--- src/sv/art_pkg.sv ---
package art_pkg;

    localparam int TIME_W = 32;
    localparam int OBJ_W = 32;
    localparam int INST_W = 16;
    localparam int SLOT_W = 4;
    localparam int KIND_W = 3;
    localparam int REQ_W = 2;
    localparam int CNT_W = 32;
    localparam int RETRY_W = 4;
    localparam int TIMEOUT_W = 16;
    localparam int LIMIT_W = 3;
    localparam int NEXP_W = 2;
    localparam int CFG_IDX_W = 1;
    localparam int CFG_DATA_W = 16;

    localparam logic [REQ_W-1:0] REQ_ADD = 2'd0;
    localparam logic [REQ_W-1:0] REQ_ACK = 2'd1;
    localparam logic [REQ_W-1:0] REQ_TICK = 2'd2;
    localparam logic [REQ_W-1:0] REQ_STATS = 2'd3;

    localparam logic [KIND_W-1:0] RES_ACCEPTED = 3'd0;
    localparam logic [KIND_W-1:0] RES_FULL = 3'd1;
    localparam logic [KIND_W-1:0] RES_RESEND = 3'd2;
    localparam logic [KIND_W-1:0] RES_ABANDONED = 3'd3;
    localparam logic [KIND_W-1:0] RES_ACK_OK = 3'd4;
    localparam logic [KIND_W-1:0] RES_ACK_UNEXP = 3'd5;
    localparam logic [KIND_W-1:0] RES_STATS = 3'd6;

    localparam logic [CFG_IDX_W-1:0] CFG_ACK_TIMEOUT = 1'b0;
    localparam logic [CFG_IDX_W-1:0] CFG_RETRY_LIMIT = 1'b1;

    localparam logic [TIMEOUT_W-1:0] ACK_TIMEOUT_RST = 16'd250;
    localparam logic [LIMIT_W-1:0] RETRY_LIMIT_RST = 3'd2;

    // At most this many expired slots are handled by one event.
    localparam logic [NEXP_W-1:0] MAX_EXPIRED = 2'd3;

    typedef struct packed {
        logic [KIND_W-1:0] kind;
        logic [OBJ_W-1:0] obj;
        logic [INST_W-1:0] inst;
        logic [SLOT_W-1:0] slot;
        logic last;
    } res_t;

    // The request token that walks down the row of slot cells.
    typedef struct packed {
        logic vld;
        logic [REQ_W-1:0] req;
        logic [TIME_W-1:0] now_ms;
        logic [OBJ_W-1:0] obj;
        logic [INST_W-1:0] inst;
        logic found;
        logic [SLOT_W-1:0] idx;
        logic [NEXP_W-1:0] n_exp;
        logic hold_vld;
        res_t hold;
    } tok_t;

    typedef struct packed {
        logic push;
        res_t res;
        logic inc_abandon;
        logic inc_resend;
    } cell_evt_t;

endpackage

--- src/sv/art_cell.sv ---
module art_cell
    import art_pkg::*;
#(
    parameter int INDEX = 0
)
(
    input  logic                 clk,
    input  logic                 rst_n,
    input  logic                 go,
    input  logic [TIMEOUT_W-1:0] ack_timeout,
    input  logic [LIMIT_W-1:0]   retry_limit,
    input  tok_t                 tok_in,
    output tok_t                 tok_out,
    output cell_evt_t            evt
);

    localparam logic [SLOT_W-1:0] MY_SLOT = SLOT_W'(INDEX);

    logic                 valid_reg;
    logic                 valid_next;
    logic [OBJ_W-1:0]     obj_reg;
    logic [OBJ_W-1:0]     obj_next;
    logic [INST_W-1:0]    inst_reg;
    logic [INST_W-1:0]    inst_next;
    logic [TIME_W-1:0]    deadline_reg;
    logic [TIME_W-1:0]    deadline_next;
    logic [RETRY_W-1:0]   retries_reg;
    logic [RETRY_W-1:0]   retries_next;
    tok_t                 tok_reg;
    tok_t                 tok_next;

    logic                 act;
    logic                 is_hk;
    logic                 expired;
    logic                 abandon;
    logic                 resend;
    logic                 take;
    logic                 ack_hit;
    logic [TIME_W-1:0]    new_deadline;
    res_t                 exp_res;

    assign act = tok_in.vld && go;
    assign is_hk = (tok_in.req == REQ_ADD) || (tok_in.req == REQ_TICK);
    assign new_deadline = tok_in.now_ms + {{(TIME_W-TIMEOUT_W){1'b0}}, ack_timeout};

    always_comb
    begin
        expired = act && is_hk && valid_reg && (tok_in.now_ms > deadline_reg)
                  && (tok_in.n_exp < MAX_EXPIRED);
        abandon = expired && (retries_reg > {1'b0, retry_limit});
        resend = expired && !abandon;
        // A slot freed by housekeeping in this same pass is free for the add.
        take = act && (tok_in.req == REQ_ADD) && !tok_in.found
               && (!valid_reg || abandon);
        ack_hit = act && (tok_in.req == REQ_ACK) && !tok_in.found && valid_reg
                  && (obj_reg == tok_in.obj) && (inst_reg == tok_in.inst);

        exp_res.kind = abandon ? RES_ABANDONED : RES_RESEND;
        exp_res.obj = obj_reg;
        exp_res.inst = inst_reg;
        exp_res.slot = MY_SLOT;
        exp_res.last = 1'b0;

        valid_next = valid_reg;
        obj_next = obj_reg;
        inst_next = inst_reg;
        deadline_next = deadline_reg;
        retries_next = retries_reg;
        if (take)
        begin
            valid_next = 1'b1;
            obj_next = tok_in.obj;
            inst_next = tok_in.inst;
            deadline_next = new_deadline;
            retries_next = '0;
        end
        else if (abandon || ack_hit)
        begin
            valid_next = 1'b0;
        end
        else if (resend)
        begin
            retries_next = retries_reg + 1'b1;
            deadline_next = new_deadline;
        end

        tok_next = tok_in;
        evt = '0;
        evt.inc_abandon = abandon;
        evt.inc_resend = resend;
        if (expired)
        begin
            tok_next.n_exp = tok_in.n_exp + 1'b1;
            if (tok_in.req == REQ_TICK)
            begin
                // The newest tick result is held back until it is known
                // whether another one follows it.
                evt.push = tok_in.hold_vld;
                evt.res = tok_in.hold;
                tok_next.hold_vld = 1'b1;
                tok_next.hold = exp_res;
            end
            else
            begin
                evt.push = 1'b1;
                evt.res = exp_res;
            end
        end
        if (take || ack_hit)
        begin
            tok_next.found = 1'b1;
            tok_next.idx = MY_SLOT;
        end
    end

    always_ff @(posedge clk or negedge rst_n)
    begin
        if (!rst_n)
        begin
            valid_reg <= 1'b0;
            tok_reg <= '0;
        end
        else if (go)
        begin
            valid_reg <= valid_next;
            tok_reg <= tok_next;
        end
    end

    always_ff @(posedge clk)
    begin
        obj_reg <= obj_next;
        inst_reg <= inst_next;
        deadline_reg <= deadline_next;
        retries_reg <= retries_next;
    end

    assign tok_out = tok_reg;

endmodule

--- config.mk ---
export PLATFORM = sky130hd
export DESIGN_NAME = art_cell
export DESIGN_NICKNAME = d
export VERILOG_FILES = /design/src/sv/art_pkg.sv /design/src/sv/art_cell.sv
export SDC_FILE = /design/constraint.sdc
export NUM_CORES = 1
export LEC_CHECK = 0
export BUFFER_PORTS_ARGS = -buffer_cell sky130_fd_sc_hd__clkbuf_2
export CAP_MARGIN = 40
export CORE_MARGIN = 10
export CORE_UTILIZATION = 35
export CTS_CLUSTER_SIZE = 16
export DETAILED_ROUTE_END_ITERATION = 8
export HOLD_SLACK_MARGIN = 0.05
export SETUP_SLACK_MARGIN = 0.3
export SLEW_MARGIN = 20
export SYNTH_ARGS = -nofsm -noshare
export SYNTH_HDL_FRONTEND = slang
export SYNTH_SLANG_ARGS = --single-unit
--- constraint.sdc ---
create_clock -name clk -period 4.39 [get_ports clk]
set_input_delay 0.878 -clock clk [delete_from_list [all_inputs] [get_ports clk]]
set_output_delay 0.878 -clock clk [all_outputs]
set_load 0.02 [all_outputs]
==> impl_metrics.json <==
{
  "maxCapViolCount": 0,
  "worstReg2RegStart": "deadline_reg[13]",
  "reg2reg_slack_ns": 1.33,
  "place_area_um2": 14300,
  "maxSlewHeadroom_pct": 33.01,
  "grt_pass1_vias": 10150,
  "cts_tree": "done",
  "critical_path.max_fanout": 28,
  "end_kind": "primary output",
  "die_width_um": 204.0,
  "endpoint": "evt[23]",
  "cts_buffer_depth": 3,
  "antenna_found_initial": 2,
  "yosys.area.top_type_share_pct": 31.26,
  "ir_worst_vdd_mv": 0.2830,
  "grt_use_total_pct": 18.89,
  "fp-row-count": 67,
  "power_density_nw_per_um2": 383.7,
  "first_iter_violations": 541,
  "core_area_um2": 33450,
  "hold_violations": 0,
  "synth_warnings": 0,
  "vias": 9717,
  "floorplan.initialDensity_pct": 35.42,
  "drive_gt1_share_pct": 36.43,
  "ctsHoldBuffers": 0,
  "avgRoutedWirePerCell_um": 21.22,
  "cts.sink_count": 232,
  "cp_data_arrival_time_ns": 3.14,
  "insertion_delay_ns": 0.54,
  "ys_dominant_reg_cell": "dfrtp_1",
  "fmax_mhz": 248.7,
  "synth.area.top_cells": "dfrtp_1 (31%), edfxtp_1 (20%), mux2_2 (7.8%), ha_1 (5.6%), a21oi_1 (5.2%)",
  "io_pins": 375,
  "required_ns": 3.51,
  "status": "completed",
  "hpwlAfterDp_um": 31590,
  "instances_no_fill": 1928,
  "fp.dieH_um": 204.0,
  "firstDrtPassIters": 5,
  "r2r_end": "tok_out[36]",
  "synth_area_per_cell_um2": 10.93,
  "synth_area_um2": 11850,
  "drtAntennaViolNets": 0,
  "largest_reg_flops": 147,
  "cts-root-buf": "clkbuf_16",
  "rsz0062_at_grt": "yes",
  "area_growth_pct": 28.61,
  "htree_levels": 1,
  "routed_wl_um": 40910,
  "grt_max_degree": 212,
  "fin_skew_ns": 0.02048,
  "tightest_slew_ns": 1.005,
  "crit_path_start_kind": "input port",
  "portBuffers": 374,
  "post-synth-top-area-cell": "dfrtp_1",
  "synth_commonest_cells": "dfrtp_1 (148), a21oi_1 (123), nand2_1 (113), mux2_2 (82), edfxtp_1 (80)",
  "min_path_type": "input port to async pin",
  "grt_pass1_wl_um": 61530,
  "synth_edf_count": 80,
  "synthesis.nets": 1307,
  "via_per_inst": 5.040,
  "yosysUniqueCellTypes": 58,
  "dpl.cell_count": 1875,
  "drc": 0,
  "worstSetupPathType": "input port to primary output",
  "die_area_um2": 41610,
  "synth-seq-cells": 232,
  "clk_pin_slew_worst_paths_ns": 0.06,
  "syn_inst": 1084,
  "numCtsBuffers": 27,
  "gr-total-overflow": 0,
  "setup_tns_ns": 0,
  "period_share_pct": 91.60,
  "finish.instance_area_um2": 15240,
  "min_period_ns": 4.021,
  "reg2regPathDepth": 10,
  "maxSlewViolCount": 0,
  "gp_congestion": 0.8701,
  "setup_viol": 0,
  "startpoint": "tok_in[142]",
  "yosysSeqAreaShare_pct": 52.21,
  "nets": 1679,
  "holdWs_ns": 0.3325,
  "total_power_mw": 5.848,
  "synth_most_common_cell": "dfrtp_1",
  "async_flop_share_pct": 63.79,
  "leakagePower_nw": 7.279
}
[worst max-delay path, stage by stage]
cell      delay, ns
clkbuf_2       0.13
ha_1           0.31
nand4_1        0.17
or4_4          0.58
nor2_4         0.14
o31ai_4        0.10
a21o_2         0.26
buf_12         0.17
a21oi_1        0.19
buf_4          0.18
[cell families after synthesis]
logic type / Yosys count / synth area share [%]
simple gates: 282 / 10.79
flops: 232 / 52.21
compound gates: 200 / 10.01
mux: 130 / 11.85
buf+inv: 114 / 4.055
xor+xnor: 72 / 5.322
fa+ha+maj: 54 / 5.766
[power by group]
part / leakage, nW / internal [mW] / switching, mW
Combinational: 4.40 / 0.433 / 0.727
Clock: 0.418 / 1.26 / 0.907
Sequential: 2.46 / 2.42 / 0.0955
Total: 7.28 / 4.12 / 1.73
[area by class of cell]
class	count	area [um2]
Timing Repair Buffer	396	2142
Clock buffer	34	711.9
Sequential cell	232	6186
Multi-Input combinational cell	738	5266
Fill cell	3213	18210
Inverter	61	229.0
Antenna cell	3	7.507
Tap cell	448	560.5
Clock inverter	16	135.1
[through the flow]
stage	setup WS [ns]	util, %
CTS	0.3017	45.36
detailed placement	0.1242	42.76
global placement	0.2087	42.76
finish	0.3687	45.56
floorplan	0.4323	-
global route	0.2726	45.54
[timing repair]
action,in CTS,in global routing
pin swaps,2,0
setup endpoints to repair,58,54
buffers inserted,0,0
endpoints found under the hold margin,0,0
gates resized for setup,5,34
[layout by cell type, fill, tap and decap left out, types with 3 or more instances in the layout]
cell	instances
a21oi_1	120
nor3_1	7
dfrtp_1	148
xor2_1	21
and3_1	11
buf_4	25
and4_1	4
diode_2	3
o21a_1	6
nand4_1	14
clkinv_1	4
a41o_1	4
a21o_1	6
xnor2_1	51
edfxtp_1	80
o211ai_1	3
nor2_1	72
nand3_1	26
or3_1	3
nand2_1	113
clkbuf_1	6
nor4_1	9
and2_1	3
mux2i_1	48
clkinv_2	7
buf_12	5
clkbuf_16	27
nor2b_1	9
mux2_2	82
a211oi_1	5
o21ai_0	22
o221ai_1	4
clkbuf_2	354
inv_1	60
buf_2	9
dfxtp_1	4
ha_1	53
[per-layer routing]
metal	GRT usage [%]	vias to the layer above	routed length (um)
met5	0	-	0
met4	6.109	0	1216
met2	32.13	346	19890
met1	23.10	4716	16980
met3	4.549	66	2824
li1	-	4589	-
[worst min-delay path by stage]
stage / from / endpoint / cells after the start
2_1_floorplan: retries_reg[3] / retries_reg[3] / 1
6_report: rst_n / tok_out[76] / 1
3_5_place_dp: tok_out[128] / tok_out[128] / 1
5_1_grt: rst_n / tok_out[76] / 1
4_1_cts: rst_n / tok_out[76] / 1
3_3_place_gp: retries_reg[3] / retries_reg[3] / 1
No activity file was read; power rests on OpenSTA's default activity.
